$ cat config.mk
export PLATFORM = sky130hd
export DESIGN_NAME = rpn_stack_calculator_core_flat
export DESIGN_NICKNAME = d
export VERILOG_FILES = /design/src/design/rpn_pkg.sv /design/src/design/rpn_req_if.sv /design/src/design/rpn_rsp_if.sv /design/src/design/rpn_ram.sv /design/src/design/rpn_muldiv.sv /design/src/design/rpn_useq.sv /design/src/design/rpn_stack_calculator_core.sv /design/src/flat_wrapper.sv
export SDC_FILE = /design/constraint.sdc
export NUM_CORES = 1
export LEC_CHECK = 0
export ABC_AREA = 1
export ABC_CLOCK_PERIOD_IN_PS = 3620
export BUFFER_PORTS_ARGS = -buffer_cell sky130_fd_sc_hd__clkbuf_2
export CORE_UTILIZATION = 50
export CTS_CLUSTER_DIAMETER = 40
export DETAILED_ROUTE_END_ITERATION = 7
export GPL_ROUTABILITY_DRIVEN = 0
export HOLD_SLACK_MARGIN = 0.1
export PLACE_DENSITY_LB_ADDON = 0.08
export SYNTH_ARGS = -nofsm -noshare
export SYNTH_HDL_FRONTEND = slang
export SYNTH_SLANG_ARGS = --single-unit
$ cat constraint.sdc
create_clock -name clk -period 3.62 [get_ports clk]
set_input_delay 0.362 -clock clk [delete_from_list [all_inputs] [get_ports clk]]
set_output_delay 0.362 -clock clk [all_outputs]
set_load 0.005 [all_outputs]
$ cat src/design/rpn_pkg.sv
// ============================================================================
// rpn_pkg: shared types and codes for the RPN stack calculator
// Field widths, operation and status codes, microcode word layout and
// the step labels of the control program.
// ============================================================================
package rpn_pkg;

    localparam int OP_W     = 3;
    localparam int VALUE_W  = 32;
    localparam int ANSWER_W = 32;
    localparam int STATUS_W = 3;
    localparam int COUNT_W  = 5;

    typedef logic [OP_W-1:0]     op_t;
    typedef logic [STATUS_W-1:0] status_t;

    // operation codes
    localparam op_t OP_PUSH = 3'd0;
    localparam op_t OP_POP  = 3'd1;
    localparam op_t OP_ADD  = 3'd2;
    localparam op_t OP_SUB  = 3'd3;
    localparam op_t OP_MUL  = 3'd4;
    localparam op_t OP_DIV  = 3'd5;

    // status codes
    localparam status_t ST_OK    = 3'd0;
    localparam status_t ST_EMPTY = 3'd1;
    localparam status_t ST_FEW   = 3'd2;
    localparam status_t ST_DZERO = 3'd3;
    localparam status_t ST_FULL  = 3'd4;

    // microcode program counter
    localparam int UPC_W = 5;
    typedef logic [UPC_W-1:0] upc_t;

    // step labels
    localparam upc_t U_IDLE      = 5'd0;
    localparam upc_t U_PUSH_CHK  = 5'd1;
    localparam upc_t U_PUSH_WR   = 5'd2;
    localparam upc_t U_POP_CHK   = 5'd3;
    localparam upc_t U_POP_RD    = 5'd4;
    localparam upc_t U_POP_LD    = 5'd5;
    localparam upc_t U_AR_CHK    = 5'd6;
    localparam upc_t U_AR_RD2    = 5'd7;
    localparam upc_t U_AR_RD1    = 5'd8;
    localparam upc_t U_AR_LDA    = 5'd9;
    localparam upc_t U_AR_EXEC   = 5'd10;
    localparam upc_t U_AR_WAIT   = 5'd11;
    localparam upc_t U_AR_COMMIT = 5'd12;
    localparam upc_t U_ERR_FULL  = 5'd13;
    localparam upc_t U_ERR_EMPTY = 5'd14;
    localparam upc_t U_ERR_FEW   = 5'd15;
    localparam upc_t U_ERR_DZERO = 5'd16;
    localparam upc_t U_EMIT      = 5'd17;

    // jump conditions
    localparam int COND_W = 4;
    typedef logic [COND_W-1:0] cond_t;
    localparam cond_t C_NEXT     = 4'd0;
    localparam cond_t C_ALWAYS   = 4'd1;
    localparam cond_t C_DISPATCH = 4'd2;
    localparam cond_t C_FULL     = 4'd3;
    localparam cond_t C_EMPTY    = 4'd4;
    localparam cond_t C_LT2      = 4'd5;
    localparam cond_t C_DZERO    = 4'd6;
    localparam cond_t C_FAST     = 4'd7;
    localparam cond_t C_BUSY     = 4'd8;
    localparam cond_t C_OUTWAIT  = 4'd9;

    // stack read address select
    typedef logic [1:0] rd_sel_t;
    localparam rd_sel_t RD_NONE = 2'd0;
    localparam rd_sel_t RD_TOP  = 2'd1;
    localparam rd_sel_t RD_NEXT = 2'd2;

    // stack write select
    typedef logic [1:0] wr_sel_t;
    localparam wr_sel_t WR_NONE = 2'd0;
    localparam wr_sel_t WR_PUSH = 2'd1;
    localparam wr_sel_t WR_RES  = 2'd2;

    // stack pointer action
    typedef logic [1:0] sp_op_t;
    localparam sp_op_t SP_HOLD = 2'd0;
    localparam sp_op_t SP_INC  = 2'd1;
    localparam sp_op_t SP_DEC  = 2'd2;

    // result register source
    typedef logic [1:0] res_sel_t;
    localparam res_sel_t RES_HOLD  = 2'd0;
    localparam res_sel_t RES_RDATA = 2'd1;
    localparam res_sel_t RES_ALU   = 2'd2;
    localparam res_sel_t RES_UNIT  = 2'd3;

    typedef struct packed {
        cond_t    cond;
        upc_t     target;
        rd_sel_t  rd;
        wr_sel_t  wr;
        sp_op_t   sp;
        logic     ld_a;
        logic     ld_b;
        res_sel_t res;
        logic     set_has;
        logic     start;
        logic     stat_ld;
        status_t  stat;
        logic     emit;
    } ucode_t;

    // datapath flags seen by the sequencer
    typedef struct packed {
        logic req_valid;
        op_t  op;
        logic full;
        logic empty;
        logic lt2;
        logic dzero;
        logic fast;
        logic busy;
        logic out_busy;
    } flags_t;

endpackage

$ cat src/design/rpn_req_if.sv
// ============================================================================
// rpn_req_if: request channel of the RPN stack calculator
// Valid/ready handshake carrying one operation and its push operand.
// ============================================================================
interface rpn_req_if;
    import rpn_pkg::*;

    logic                      valid;
    logic                      ready;
    op_t                       op;
    logic signed [VALUE_W-1:0] value;

    modport source (output valid, output op, output value, input ready);
    modport sink   (input valid, input op, input value, output ready);
endinterface

$ cat src/design/rpn_rsp_if.sv
// ============================================================================
// rpn_rsp_if: response channel of the RPN stack calculator
// Valid/ready handshake carrying the answer, status and stack depth.
// ============================================================================
interface rpn_rsp_if;
    import rpn_pkg::*;

    logic                       valid;
    logic                       ready;
    logic signed [ANSWER_W-1:0] answer;
    logic                       has_answer;
    status_t                    status;
    logic [COUNT_W-1:0]         stack_count;

    modport source (output valid, output answer, output has_answer, output status,
                    output stack_count, input ready);
    modport sink   (input valid, input answer, input has_answer, input status,
                    input stack_count, output ready);
endinterface

$ cat src/design/rpn_ram.sv
// ============================================================================
// rpn_ram: generic single-write, single-read RAM
// One write port and one read port with registered read data.
// ============================================================================
module rpn_ram #(
    parameter int WIDTH = 32,
    parameter int DEPTH = 16
) (
    input  logic                     clk,
    input  logic                     we,
    input  logic [$clog2(DEPTH)-1:0] waddr,
    input  logic [WIDTH-1:0]         wdata,
    input  logic                     re,
    input  logic [$clog2(DEPTH)-1:0] raddr,
    output logic [WIDTH-1:0]         rdata
);
    logic [WIDTH-1:0] mem [DEPTH];

    always_ff @(posedge clk)
    begin
        if (we)
        begin
            mem[waddr] <= wdata;
        end
        if (re)
        begin
            rdata <= mem[raddr];
        end
    end
endmodule

$ cat src/design/rpn_muldiv.sv
// ============================================================================
// rpn_muldiv: iterative multiply / divide unit
// Shift-add multiply and restoring signed divide, one bit per cycle.
// Divide truncates toward zero; multiply keeps the low WIDTH bits.
// ============================================================================
module rpn_muldiv #(
    parameter int WIDTH = 32
) (
    input  logic             clk,
    input  logic             rst_n,
    input  logic             start,
    input  logic             is_div,
    input  logic [WIDTH-1:0] a,
    input  logic [WIDTH-1:0] b,
    output logic             busy,
    output logic [WIDTH-1:0] result
);
    localparam int CNT_W = $clog2(WIDTH + 1);

    logic [CNT_W-1:0] cnt_reg;
    logic             div_reg;
    logic             neg_reg;
    logic [WIDTH-1:0] x_reg;
    logic [WIDTH-1:0] y_reg;
    logic [WIDTH-1:0] acc_reg;

    logic [WIDTH:0]   rem_sh;
    logic [WIDTH:0]   diff;
    logic [WIDTH-1:0] a_mag;
    logic [WIDTH-1:0] b_mag;

    assign busy   = (cnt_reg != '0);
    assign a_mag  = a[WIDTH-1] ? (~a + WIDTH'(1)) : a;
    assign b_mag  = b[WIDTH-1] ? (~b + WIDTH'(1)) : b;
    assign rem_sh = {acc_reg, x_reg[WIDTH-1]};
    assign diff   = rem_sh - {1'b0, y_reg};

    always_comb
    begin
        if (div_reg)
        begin
            result = neg_reg ? (~x_reg + WIDTH'(1)) : x_reg;
        end
        else
        begin
            result = acc_reg;
        end
    end

    always_ff @(posedge clk or negedge rst_n)
    begin
        if (!rst_n)
        begin
            cnt_reg <= '0;
        end
        else if (start)
        begin
            cnt_reg <= CNT_W'(WIDTH);
        end
        else if (busy)
        begin
            cnt_reg <= cnt_reg - CNT_W'(1);
        end
    end

    always_ff @(posedge clk)
    begin
        if (start)
        begin
            div_reg <= is_div;
            neg_reg <= a[WIDTH-1] ^ b[WIDTH-1];
            acc_reg <= '0;
            x_reg   <= is_div ? a_mag : a;
            y_reg   <= is_div ? b_mag : b;
        end
        else if (busy)
        begin
            if (div_reg)
            begin
                // restoring step: subtract the divisor when it fits
                if (!diff[WIDTH])
                begin
                    acc_reg <= diff[WIDTH-1:0];
                end
                else
                begin
                    acc_reg <= rem_sh[WIDTH-1:0];
                end
                x_reg <= {x_reg[WIDTH-2:0], ~diff[WIDTH]};
            end
            else
            begin
                if (y_reg[0])
                begin
                    acc_reg <= acc_reg + x_reg;
                end
                x_reg <= {x_reg[WIDTH-2:0], 1'b0};
                y_reg <= {1'b0, y_reg[WIDTH-1:1]};
            end
        end
    end
endmodule

$ cat src/design/rpn_useq.sv
// ============================================================================
// rpn_useq: microcode sequencer of the RPN stack calculator
// Control program in a read-only table, a step counter and the
// next-step logic with operation dispatch and conditional jumps.
// ============================================================================
module rpn_useq (
    input  logic            clk,
    input  logic            rst_n,
    input  rpn_pkg::flags_t flags,
    output rpn_pkg::ucode_t ctrl,
    output logic            idle
);
    import rpn_pkg::*;

    upc_t upc_reg;
    upc_t upc_next;
    upc_t upc_inc;
    logic jump;

    function automatic ucode_t rom(input upc_t addr);
        ucode_t w;
        w = '0;
        case (addr)
            U_IDLE:
            begin
                w.cond = C_DISPATCH;
            end
            U_PUSH_CHK:
            begin
                w.cond   = C_FULL;
                w.target = U_ERR_FULL;
            end
            U_PUSH_WR:
            begin
                w.cond   = C_ALWAYS;
                w.target = U_EMIT;
                w.wr     = WR_PUSH;
                w.sp     = SP_INC;
            end
            U_POP_CHK:
            begin
                w.cond   = C_EMPTY;
                w.target = U_ERR_EMPTY;
            end
            U_POP_RD:
            begin
                w.rd = RD_TOP;
                w.sp = SP_DEC;
            end
            U_POP_LD:
            begin
                w.cond    = C_ALWAYS;
                w.target  = U_EMIT;
                w.res     = RES_RDATA;
                w.set_has = 1'b1;
            end
            U_AR_CHK:
            begin
                w.cond   = C_LT2;
                w.target = U_ERR_FEW;
            end
            U_AR_RD2:
            begin
                w.rd = RD_TOP;
            end
            U_AR_RD1:
            begin
                w.ld_b = 1'b1;
                w.rd   = RD_NEXT;
            end
            U_AR_LDA:
            begin
                w.ld_a   = 1'b1;
                w.cond   = C_DZERO;
                w.target = U_ERR_DZERO;
            end
            U_AR_EXEC:
            begin
                w.res    = RES_ALU;
                w.start  = 1'b1;
                w.cond   = C_FAST;
                w.target = U_AR_COMMIT;
            end
            U_AR_WAIT:
            begin
                w.res    = RES_UNIT;
                w.cond   = C_BUSY;
                w.target = U_AR_WAIT;
            end
            U_AR_COMMIT:
            begin
                w.wr      = WR_RES;
                w.sp      = SP_DEC;
                w.set_has = 1'b1;
                w.cond    = C_ALWAYS;
                w.target  = U_EMIT;
            end
            U_ERR_FULL:
            begin
                w.stat_ld = 1'b1;
                w.stat    = ST_FULL;
                w.cond    = C_ALWAYS;
                w.target  = U_EMIT;
            end
            U_ERR_EMPTY:
            begin
                w.stat_ld = 1'b1;
                w.stat    = ST_EMPTY;
                w.cond    = C_ALWAYS;
                w.target  = U_EMIT;
            end
            U_ERR_FEW:
            begin
                w.stat_ld = 1'b1;
                w.stat    = ST_FEW;
                w.cond    = C_ALWAYS;
                w.target  = U_EMIT;
            end
            U_ERR_DZERO:
            begin
                w.stat_ld = 1'b1;
                w.stat    = ST_DZERO;
                w.cond    = C_ALWAYS;
                w.target  = U_EMIT;
            end
            U_EMIT:
            begin
                w.emit   = 1'b1;
                w.cond   = C_OUTWAIT;
                w.target = U_IDLE;
            end
            default:
            begin
                w.cond   = C_ALWAYS;
                w.target = U_IDLE;
            end
        endcase
        return w;
    endfunction

    function automatic upc_t dispatch(input op_t op);
        upc_t entry;
        case (op)
            OP_PUSH: entry = U_PUSH_CHK;
            OP_POP:  entry = U_POP_CHK;
            OP_ADD,
            OP_SUB,
            OP_MUL,
            OP_DIV:  entry = U_AR_CHK;
            default: entry = U_EMIT;
        endcase
        return entry;
    endfunction

    assign ctrl    = rom(upc_reg);
    assign idle    = (upc_reg == U_IDLE);
    assign upc_inc = upc_reg + UPC_W'(1);

    always_comb
    begin
        case (ctrl.cond)
            C_FULL:  jump = flags.full;
            C_EMPTY: jump = flags.empty;
            C_LT2:   jump = flags.lt2;
            C_DZERO: jump = flags.dzero;
            C_FAST:  jump = flags.fast;
            C_BUSY:  jump = flags.busy;
            C_ALWAYS: jump = 1'b1;
            default: jump = 1'b0;
        endcase
    end

    always_comb
    begin
        case (ctrl.cond)
            C_DISPATCH: upc_next = flags.req_valid ? dispatch(flags.op) : upc_reg;
            // hold until the output register can take the transaction
            C_OUTWAIT:  upc_next = flags.out_busy ? upc_reg : ctrl.target;
            default:    upc_next = jump ? ctrl.target : upc_inc;
        endcase
    end

    always_ff @(posedge clk or negedge rst_n)
    begin
        if (!rst_n)
        begin
            upc_reg <= U_IDLE;
        end
        else
        begin
            upc_reg <= upc_next;
        end
    end
endmodule

$ cat src/design/rpn_stack_calculator_core.sv
// A request is accepted only while the sequencer is idle, so a new request waits
// until the previous response has been loaded into the response register.
// The microcode steps run one per cycle unless a step waits for a request, the busy
// shared multiply/divide unit or a stalled response; the unit retires one bit a cycle.
// A waiting response does not block the next request.
// Reset (rst_n, async low) empties the stack and clears the response valid.
// ============================================================================
// rpn_stack_calculator_core: integer RPN calculator on a bounded stack
// Microcoded datapath: operand stack in RAM, operand and result
// registers, iterative multiply/divide unit and a response register.
// ============================================================================
module rpn_stack_calculator_core #(
    parameter int STACK_DEPTH = 16,
    parameter int DATA_WIDTH  = 32
) (
    input  logic       clk,
    input  logic       rst_n,
    rpn_req_if.sink    req,
    rpn_rsp_if.source  rsp
);
    import rpn_pkg::*;

    localparam int SP_W   = $clog2(STACK_DEPTH + 1);
    localparam int ADDR_W = $clog2(STACK_DEPTH);

    ucode_t ctrl;
    flags_t flags;
    logic   idle;

    logic [SP_W-1:0]       sp_reg;
    logic [SP_W-1:0]       sp_m1;
    logic [SP_W-1:0]       sp_m2;
    op_t                   op_reg;
    logic [DATA_WIDTH-1:0] val_reg;
    logic [DATA_WIDTH-1:0] a_reg;
    logic [DATA_WIDTH-1:0] b_reg;
    logic [DATA_WIDTH-1:0] res_reg;
    logic [DATA_WIDTH-1:0] res_next;
    logic                  has_reg;
    status_t               status_reg;

    logic                  req_fire;
    logic                  out_busy;
    logic                  emit_go;
    logic                  fast;

    logic                  ram_we;
    logic [ADDR_W-1:0]     ram_waddr;
    logic [DATA_WIDTH-1:0] ram_wdata;
    logic                  ram_re;
    logic [ADDR_W-1:0]     ram_raddr;
    logic [DATA_WIDTH-1:0] ram_rdata;

    logic                  unit_busy;
    logic [DATA_WIDTH-1:0] unit_result;
    logic [DATA_WIDTH-1:0] alu_result;

    logic                        out_valid_reg;
    logic signed [ANSWER_W-1:0]  out_answer_reg;
    logic                        out_has_reg;
    status_t                     out_status_reg;
    logic [COUNT_W-1:0]          out_count_reg;

    assign req.ready = idle;
    assign req_fire  = req.valid & idle;
    assign out_busy  = out_valid_reg & ~rsp.ready;
    assign emit_go   = ctrl.emit & ~out_busy;
    assign fast      = (op_reg == OP_ADD) || (op_reg == OP_SUB);

    assign sp_m1 = sp_reg - SP_W'(1);
    assign sp_m2 = sp_reg - SP_W'(2);

    assign flags.req_valid = req.valid;
    assign flags.op        = req.op;
    assign flags.full      = (sp_reg == SP_W'(STACK_DEPTH));
    assign flags.empty     = (sp_reg == '0);
    assign flags.lt2       = (sp_reg < SP_W'(2));
    assign flags.dzero     = (op_reg == OP_DIV) && (b_reg == '0);
    assign flags.fast      = fast;
    assign flags.busy      = unit_busy;
    assign flags.out_busy  = out_busy;

    rpn_useq u_useq (
        .clk   (clk),
        .rst_n (rst_n),
        .flags (flags),
        .ctrl  (ctrl),
        .idle  (idle)
    );

    // stack memory: push writes at the pointer, a result overwrites the first operand
    assign ram_we    = (ctrl.wr != WR_NONE);
    assign ram_waddr = (ctrl.wr == WR_PUSH) ? sp_reg[ADDR_W-1:0] : sp_m2[ADDR_W-1:0];
    assign ram_wdata = (ctrl.wr == WR_PUSH) ? val_reg : res_reg;
    assign ram_re    = (ctrl.rd != RD_NONE);
    assign ram_raddr = (ctrl.rd == RD_TOP) ? sp_m1[ADDR_W-1:0] : sp_m2[ADDR_W-1:0];

    rpn_ram #(
        .WIDTH (DATA_WIDTH),
        .DEPTH (STACK_DEPTH)
    ) u_stack (
        .clk   (clk),
        .we    (ram_we),
        .waddr (ram_waddr),
        .wdata (ram_wdata),
        .re    (ram_re),
        .raddr (ram_raddr),
        .rdata (ram_rdata)
    );

    rpn_muldiv #(
        .WIDTH (DATA_WIDTH)
    ) u_muldiv (
        .clk    (clk),
        .rst_n  (rst_n),
        .start  (ctrl.start & ~fast),
        .is_div (op_reg == OP_DIV),
        .a      (a_reg),
        .b      (b_reg),
        .busy   (unit_busy),
        .result (unit_result)
    );

    assign alu_result = (op_reg == OP_SUB) ? (a_reg - b_reg) : (a_reg + b_reg);

    always_comb
    begin
        case (ctrl.res)
            RES_RDATA: res_next = ram_rdata;
            RES_ALU:   res_next = alu_result;
            RES_UNIT:  res_next = unit_result;
            default:   res_next = res_reg;
        endcase
    end

    // payload registers
    always_ff @(posedge clk)
    begin
        if (req_fire)
        begin
            op_reg  <= req.op;
            val_reg <= DATA_WIDTH'(req.value);
        end
        if (ctrl.ld_a)
        begin
            a_reg <= ram_rdata;
        end
        if (ctrl.ld_b)
        begin
            b_reg <= ram_rdata;
        end
        res_reg <= res_next;
        if (emit_go)
        begin
            out_answer_reg <= has_reg ? ANSWER_W'($signed(res_reg)) : '0;
            out_has_reg    <= has_reg;
            out_status_reg <= status_reg;
            out_count_reg  <= COUNT_W'(sp_reg);
        end
    end

    // control state
    always_ff @(posedge clk or negedge rst_n)
    begin
        if (!rst_n)
        begin
            sp_reg        <= '0;
            has_reg       <= 1'b0;
            status_reg    <= ST_OK;
            out_valid_reg <= 1'b0;
        end
        else
        begin
            case (ctrl.sp)
                SP_INC:  sp_reg <= sp_reg + SP_W'(1);
                SP_DEC:  sp_reg <= sp_m1;
                default: sp_reg <= sp_reg;
            endcase

            if (emit_go)
            begin
                has_reg    <= 1'b0;
                status_reg <= ST_OK;
            end
            else
            begin
                if (ctrl.set_has)
                begin
                    has_reg <= 1'b1;
                end
                if (ctrl.stat_ld)
                begin
                    status_reg <= ctrl.stat;
                end
            end

            if (emit_go)
            begin
                out_valid_reg <= 1'b1;
            end
            else if (rsp.ready)
            begin
                out_valid_reg <= 1'b0;
            end
        end
    end

    assign rsp.valid       = out_valid_reg;
    assign rsp.answer      = out_answer_reg;
    assign rsp.has_answer  = out_has_reg;
    assign rsp.status      = out_status_reg;
    assign rsp.stack_count = out_count_reg;
endmodule

$ cat src/flat_wrapper.sv
// flat-port wrapper written by rule: the top's interface ports become plain ports
module rpn_stack_calculator_core_flat import rpn_pkg::*;
#(
    parameter int STACK_DEPTH = 16,
    parameter int DATA_WIDTH  = 32
)
  (clk, rst_n, req_valid, req_op, req_value, req_ready, rsp_valid, rsp_answer, rsp_has_answer, rsp_status, rsp_stack_count, rsp_ready);
  rpn_req_if req_i ();
  rpn_rsp_if rsp_i ();
  input  logic clk;
  input  logic rst_n;
  input wire logic [$bits(req_i.valid)-1:0] req_valid;
  input wire logic [$bits(req_i.op)-1:0] req_op;
  input wire logic [$bits(req_i.value)-1:0] req_value;
  output wire logic [$bits(req_i.ready)-1:0] req_ready;
  output wire logic [$bits(rsp_i.valid)-1:0] rsp_valid;
  output wire logic [$bits(rsp_i.answer)-1:0] rsp_answer;
  output wire logic [$bits(rsp_i.has_answer)-1:0] rsp_has_answer;
  output wire logic [$bits(rsp_i.status)-1:0] rsp_status;
  output wire logic [$bits(rsp_i.stack_count)-1:0] rsp_stack_count;
  input wire logic [$bits(rsp_i.ready)-1:0] rsp_ready;
  assign req_i.valid = req_valid;
  assign req_i.op = req_op;
  assign req_i.value = req_value;
  assign req_ready = req_i.ready;
  assign rsp_valid = rsp_i.valid;
  assign rsp_answer = rsp_i.answer;
  assign rsp_has_answer = rsp_i.has_answer;
  assign rsp_status = rsp_i.status;
  assign rsp_stack_count = rsp_i.stack_count;
  assign rsp_i.ready = rsp_ready;
  rpn_stack_calculator_core #(.STACK_DEPTH(STACK_DEPTH), .DATA_WIDTH(DATA_WIDTH)) u_core (.clk(clk), .rst_n(rst_n), .req(req_i), .rsp(rsp_i));
endmodule
==> metrics.md, run 1 <==
| Metric | Value |
|---|---|
| Status | `finished with violations` |
| Failing checks | `setup timing` |
| Setup violations, final | `3` |
| Crit path max fanout | `5` |
| Initial Util | `0.506` |
| # DRC | `0` |
| Sequential fraction of the synthesis area | `0.583` |
| Fillers | `7,132` |
| Clk root buf | `clkbuf_16` |
| Antenna viol nets, final | `0` |
| Die area | `85,800 sq um` |
| Largest net degree at the start of global routing | `about 120` |
| Clock power frac | `0.233` |
| Routing usage on met3 | `0.0330` |
| Reg-to-Reg Start | `u_core.b_reg[0]` |
| Vias | `33.6k` |
| CP max-delay cell | `edfxtp_1` |
| Final setup margin | `-0.0254 ns` |
| Final worst-path cycle share | `1.01` |
| Detailed Route WL | `130,000 microns` |
| TritonCTS Buffers | `117` |
| Die Ht | `293 microns` |
| Crit-path max cell delay | `0.40 ns` |
| Post-Syn Area | `between 40,000 and 50,000 sq um` |
| Internal Pwr Total | `~0.028 W` |
| Fmax achieved | `274 MHz` |
| Hold Fails Final Rpt | `0` |
| CP Capture Type | `flip-flop` |
| Main synth FF type | `edfxtp_1` |
| FF+latch count, synth | `835` |
| Fin nets | `4,773` |
| Floorplan Core Area | `83,700 sq um` |
| GRT met2 Usage | `0.493` |
| 1st-iter DRT viols | `3,031` |
| First-pass GRT wire length | `between 150,000 and 200,000 microns` |
| Via density | `5.74` |
| Final Max Slew Viols | `0` |
| Reg clk slew, reported paths | `0.05 ns` |
| Max-cap violations | `0` |
| Dpl hpwl | `~87,000 microns` |
| Synth Net Count | `4,534` |
| Switching pwr | `0.0218 W` |
| Syn. warnings | `0` |
| Number of synthesized flops with an enable pin | `782` |
| WS Path Type | `reg2reg` |
| Worst Skew | `0.0163 ns` |
| Fin crit period | `~3.6 ns` |
| Worst Path Buf+Inv | `4` |
| DR WL/cell | `22.1 microns` |
| Total GRT Usage | `0.297` |
| R2R depth | `25` |
| Yosys cell types | `54` |
| WP data arrival | `4.07 ns` |
| Most flop-heavy register | `u_core.u_stack.mem` |
| First-pass detailed-route iteration total | `7` |
| Area grow syn2layout | `18.8%` |
| H-tree depth | `3` |
| Met1 usage | `0.390` |
| Die Width | `around 300 microns` |
| RSZ-0062 raised after global routing | `true` |
| Tightest Pin Transition | `0.840 ns` |
| Rows | `106` |
| Peak VDD IR | `1110 uV` |
| Avg Cell Area, Syn | `~9.7 sq um` |
| Layout cell share with drive strength beyond 1 | `0.139` |
| Seq pwr share | `0.302` |
| Clock latency at the later pin of the worst-skew pair | `0.69 ns` |
| Post-Syn Instances | `4,383` |
| Cell mode on critical path | `nor2_4` |
| Largest register FFs | `512` |
| CTS tree | `built` |
| Pre-CTS setup slack | `-0.170 ns` |
| Worst Setup SP | `u_core.b_reg[0]` |
| Vias in the first global route | `about 32k` |
| Worst setup SP type | `flip-flop` |
| CP delay by family, top | `simple AND/OR/NAND/NOR gates` |
| CTS sink count | `835` |
| Port bufs | `81` |
| Worst hold path type | `in2async` |
| Leak | `19.2 nW` |
| Switch share | `0.437` |
| Pwr dens | `993 nW/um^2` |
| Busiest grt layer | `met2` |
| Initial antenna violation count | `2` |
| Worst hold slack | `about 0.19 ns` |
| Ports | `82` |
| Asr flop ratio synth | `0.0251` |
| Comb pwr share | `0.465` |
| Fin Setup TNS | `-0.0424 ns` |
| Grt total ovfl | `0` |
| Slew margin rel. | `0.434` |
| WP depth | `25` |
| Clock buffer depth | `3` |
| Worst path required time | `4.04 ns` |
## power by group through the flow
| stage | Clock [W] | Sequential [W] | Combinational [W] |
|---|---|---|---|
| 6_report | 0.0116 | 0.0151 | 0.0232 |
| 5_1_grt | 0.0122 | 0.0152 | 0.0254 |
| 4_1_cts | 0.0118 | 0.0150 | 0.0227 |
| 3_5_place_dp | 0 | 0.0152 | 0.0225 |
| 3_3_place_gp | 0 | 0.0152 | 0.0223 |
| 2_1_floorplan | 0 | 0.0146 | 0.0149 |
## final timing paths
| check | endpoint | slack [ns] |
|---|---|---|
| max in group asynchronous | u_core.u_muldiv.cnt_reg[0] | 3.07 |
| worst max register to register | u_core.res_reg[30] | -0.03 |
| min in group clk | u_core.val_reg[1] | 0.39 |
| worst max-delay path | u_core.res_reg[30] | -0.03 |
| worst min-delay path | u_core.status_reg[0] | 0.19 |
| worst min register to register | u_core.rsp.status[2] | 0.45 |
## routing by layer
| layer | wire length, microns | vias up |
|---|---|---|
| met4 | 5970 | 0 |
| li1 | - | 16000 |
| met3 | 8010 | 308 |
| met5 | 0 | - |
| met1 | 53300 | 16100 |
| met2 | 62200 | 1235 |
## layout by cell type (no fill, tap or decap), types with 119 or more instances in the layout
cell type,count
a21oi_1,217
buf_4,153
clkbuf_16,119
edfxtp_1,782
inv_1,352
nand2_1,720
nand3_1,239
nor2_1,523
o21ai_0,472
o21ai_1,119
## cells by family (layout without fill, tap and decap cells)
family                     count (synthesis)  in the layout  synth area share
AOI/OAI and AO/OA                       1073           1073             0.142
xor gates and xnor gates                  83             83            0.0172
adders and majority gates                112            112            0.0337
buffers and inverters                    559            899            0.0533
DFF                                      835            835             0.583
muxes                                      1              1          0.000237
other                                      0              1                 0
and+or+nand+nor                         1720           1720             0.171
## through the flow
stage / utilization / total power, W / cell area (sq um) / std cells
CTS: 0.593 / 0.0495 / 49600 / 5841
global route: 0.600 / 0.0528 / 50200 / 5857
global placement: 0.539 / 0.0375 / 45100 / 5578
detailed placement: 0.539 / 0.0377 / 45100 / 5578
finish: 0.600 / 0.0499 / 50200 / 5858
floorplan: - / 0.0294 / 42300 / 4383
## cells in the mapped netlist, drive strengths merged (6+ instances only)
| library cell | number | area share |
|---|---|---|
| a21o | 10 | 0.0018 |
| a21oi | 228 | 0.027 |
| a31oi | 9 | 0.0013 |
| buf | 93 | 0.012 |
| clkbuf | 91 | 0.0081 |
| dfrtp | 21 | 0.012 |
| dfxtp | 32 | 0.015 |
| edfxtp | 782 | 0.56 |
| ha | 109 | 0.032 |
| inv | 370 | 0.033 |
| nand2 | 747 | 0.068 |
| nand3 | 257 | 0.031 |
| nand3b | 16 | 0.0028 |
| nand4 | 33 | 0.0049 |
| nor2 | 580 | 0.053 |
| nor3 | 45 | 0.0056 |
| nor4 | 11 | 0.0016 |
| o211ai | 39 | 0.0069 |
| o21a | 6 | 0.0011 |
| o21ai | 601 | 0.071 |
| o21bai | 14 | 0.0025 |
| o221ai | 74 | 0.015 |
| o22ai | 71 | 0.011 |
| or2 | 28 | 0.0041 |
| xnor2 | 31 | 0.0064 |
| xor2 | 52 | 0.011 |
## what timing repair did
item                       in CTS  in global routing
setup buffers                   5                 16
hold buffers                   38                  0
setup endpoints to repair       9                 20
hold endpoints to repair       60                  0
gates resized for setup        14                140
pin swaps                      11                 53
## layout make-up
| class | instances | area (sq um) | area share |
|---|---|---|---|
| Sequential cell | 835 | 24600 | 0.491 |
| Clock inverter | 90 | 1030 | 0.0205 |
| Tap cell | 1134 | 1420 | 0.0282 |
| Inverter | 375 | 1410 | 0.0281 |
| Clock buffer | 130 | 3020 | 0.0601 |
| Antenna cell | 1 | 2.50 | 0.0000498 |
| Timing Repair Buffer | 304 | 2560 | 0.0509 |
| Multi-Input combinational cell | 2989 | 16200 | 0.322 |
(Power assumes the default switching activity.)
==> inputs of run 2 (changes only) <==
Settings changed: CORE_UTILIZATION 50 to 53, MAX_ROUTING_LAYER set to met4.
==> run 2 against run 1 <==
Compared with the run above: the run still ends with setup timing left; fmax is 1.5% lower; sequential cell count unchanged; core utilization grew 3.4 points; clock skew grew 0.017 ns; critical endpoint is now u_core.res_reg[29]; clock-buffer cell count up 6; critical path type unchanged; via count up 0.67%; worst setup slack got worse by 0.054 ns; register-to-register slack lost 0.05 ns; clock power about the same; global-route usage increased by 2.3 points; combinational power hardly changed; hold slack improved by 0.025 ns.
==> metrics.md, run 2 (synthesized netlist as in run 1, its figures left out) <==
| Metric | Value |
|---|---|
| Antenna cells | `0 (was 1)` |
| Initial antenna violation count | `2 (unchanged)` |
| Worst setup SP type | `flip-flop (unchanged)` |
| Fin nets | `4,779 (was 4,773)` |
| Final setup margin | `-0.0796 ns (was -0.0254 ns)` |
| Largest net degree at the start of global routing | `95 (was 117)` |
| Dpl hpwl | `86,100 microns (was 86,500 microns)` |
| H-tree depth | `3 (unchanged)` |
| Via density | `5.86 (was 5.74)` |
| Comb pwr share | `0.466 (was 0.465)` |
| Die Ht | `285 microns (was 293 microns)` |
| Die Width | `285 microns (was 293 microns)` |
| Crit path to | `u_core.res_reg[29] (was u_core.res_reg[30])` |
| Most frequent cells in the layout | `edfxtp_1 (782), nand2_1 (716), nor2_1 (523) (was edfxtp_1 (782), nand2_1 (720), nor2_1 (523))` |
| Floorplan Core Area | `79,000 sq um (was 83,700 sq um)` |
| First-pass detailed-route iteration total | `7 (unchanged)` |
| CP Capture Type | `flip-flop (unchanged)` |
| Multi-input gate area | `16,200 sq um (about the same)` |
| Final Util | `0.635 (was 0.600)` |
| Grt total ovfl | `0 (unchanged)` |
| Detailed Route WL | `128,000 microns (was 130,000 microns)` |
| Clock power frac | `0.230 (was 0.233)` |
| First-pass GRT wire length | `191,000 microns (was 192,000 microns)` |
| Worst r2r dst | `u_core.res_reg[29] (was u_core.res_reg[30])` |
| Clock buffer depth | `3 (unchanged)` |
| Final worst-path cycle share | `1.02 (was 1.01)` |
| Status | `finished with violations (unchanged)` |
| # DRC | `0 (unchanged)` |
| Tightest Pin Transition | `0.868 ns (was 0.840 ns)` |
| Crit path max fanout | `5 (unchanged)` |
| Worst path required time | `4.01 ns (was 4.04 ns)` |
| RSZ-0062 raised after global routing | `true (unchanged)` |
| Largest register FFs | `512 (unchanged)` |
| Peak VDD IR | `1030 uV (was 1110 uV)` |
| 1st-iter DRT viols | `3,270 (was 3,031)` |
| Total GRT Usage | `0.320 (was 0.297)` |
| Layout cell share with drive strength beyond 1 | `0.141 (was 0.139)` |
| Leak | `19.2 nW (about the same)` |
| Fin crit period | `3.70 ns (was 3.65 ns)` |
| CTS sink count | `835 (unchanged)` |
| Switching pwr | `0.0215 W (was 0.0218 W)` |
| Most common cell after layout, fill and taps aside | `edfxtp_1 (unchanged)` |
| Clk root buf | `clkbuf_16 (unchanged)` |
| Switch share | `0.434 (was 0.437)` |
| CTS tree | `built (unchanged)` |
| Reg-to-Reg Start | `u_core.b_reg[3] (was u_core.b_reg[0])` |
| Ports | `82 (unchanged)` |
| WS Path Type | `reg2reg (unchanged)` |
| Initial Util | `0.536 (was 0.506)` |
| Register area | `24,600 sq um (unchanged)` |
| Port bufs | `81 (unchanged)` |
| Max-cap violations | `0 (unchanged)` |
| Worst hold path type | `in2async (unchanged)` |
| Failing checks | `setup timing (unchanged)` |
| Most flop-heavy register | `u_core.u_stack.mem (unchanged)` |
| Area grow syn2layout | `18.5% (was 18.8%)` |
| Clock latency at the later pin of the worst-skew pair | `0.68 ns (was 0.69 ns)` |
| Internal Pwr Total | `0.0281 W (about the same)` |
| Vias | `33.8k (was 33.6k)` |
| Pwr Total | `0.0496 W (was 0.0499 W)` |
| Seq pwr share | `0.304 (was 0.302)` |
| Pwr dens | `990 nW/um^2 (was 993 nW/um^2)` |
| WP data arrival | `4.09 ns (was 4.07 ns)` |
| Antenna viol nets, final | `0 (unchanged)` |
| R2R depth | `18 (was 25)` |
| Vias in the first global route | `32.0k (about the same)` |
| Setup violations, final | `2 (was 3)` |
| Slew margin rel. | `0.414 (was 0.434)` |
| DR WL/cell | `22.1 microns (about the same)` |
| Final Max Slew Viols | `0 (unchanged)` |
| Reg2reg setup slack | `-0.08 ns (was -0.03 ns)` |
| Fmax achieved | `270 MHz (was 274 MHz)` |
| Reg clk slew, reported paths | `0.06 ns (was 0.05 ns)` |
| Worst Skew | `0.0335 ns (was 0.0163 ns)` |
| Hold Fails Final Rpt | `0 (unchanged)` |
| Worst Setup SP | `u_core.b_reg[3] (was u_core.b_reg[0])` |
| Rows | `103 (was 106)` |
| TritonCTS Buffers | `113 (was 117)` |
| Fillers | `6,417 (was 7,132)` |
| Die area | `81,000 sq um (was 85,800 sq um)` |
-- run 2: worst min-delay path by stage --
| stage | endpoint | depth (start not counted) | startpoint |
|---|---|---|---|
| finish | u_core.sp_reg[2] | 2 | rst_n |
| global route | u_core.sp_reg[2] | 2 | rst_n |
| CTS | u_core.sp_reg[1] | 2 | rst_n |
| detailed placement | u_core.status_reg[0] | 1 | rst_n |
| global placement | u_core.status_reg[0] | 1 | rst_n |
| floorplan | u_core.has_reg | 0 | rst_n |
-- run 2: area by class of cell --
cell class                 instances  area share
sequential                       835       0.492
multi-input combinational       2989       0.322
clock buffer                     136      0.0600
timing repair buffer             314      0.0530
inverter                         375      0.0282
tap                             1050      0.0262
clock inverter                    78      0.0185
-- run 2: worst max-delay path: stages, from the launching register on --
cell      delay, ns
edfxtp_1       0.40
buf_4          0.16
inv_1          0.11
nand4_1        0.17
nor2_2         0.18
nand3_2        0.13
or2_4          0.30
nor2_1         0.19
xor2_1         0.20
nand2_1        0.06
o21ai_0        0.09
ha_2           0.36
a21oi_2        0.19
o21ai_0        0.14
a211oi_2       0.27
buf_4          0.15
nand3_1        0.08
nand3_1        0.09
nand3_1        0.11
-- run 2: layer usage --
metal / vias to the layer above / GRT usage / share of wire
met2: 1339 / 0.521 / 0.49
met5: - / - / 0
met3: 310 / 0.0343 / 0.065
li1: 16000 / - / -
met1: 16200 / 0.406 / 0.41
met4: 0 / 0.139 / 0.042
-- run 2: power by group through the flow --
stage / clock [W] / combinational (W) / sequential, W
2_1_floorplan: 0 / 0.0149 / 0.0146
3_3_place_gp: 0 / 0.0222 / 0.0152
3_5_place_dp: 0 / 0.0224 / 0.0152
4_1_cts: 0.0115 / 0.0226 / 0.0150
5_1_grt: 0.0119 / 0.0254 / 0.0152
6_report: 0.0114 / 0.0231 / 0.0151
-- run 2: per-stage QoR --
| stage | area [sq um] | hold WS, ns | setup TNS, ns | std cells | setup slack, ns |
|---|---|---|---|---|---|
| 6_report | 50100 | 0.218 | -0.110 | 5777 | -0.0796 |
| 5_1_grt | 50100 | 0.277 | -1.62 | 5777 | -0.286 |
| 4_1_cts | 49500 | 0.211 | -0.0155 | 5758 | -0.0110 |
| 3_5_place_dp | 45100 | 0.380 | -0.357 | 5501 | -0.123 |
| 3_3_place_gp | 45100 | 0.384 | -0.0264 | 5501 | -0.0264 |
| 2_1_floorplan | 42300 | 0.0664 | 0 | 4383 | 0.143 |
-- run 2: repair_timing --
action                                 in CTS  in global routing
setup endpoints to repair                  11                 18
buffers inserted                            5                 19
endpoints found under the hold margin      63                  0
hold buffers                               38                  0
pin swaps                                   8                 56
resized for setup                          20                139
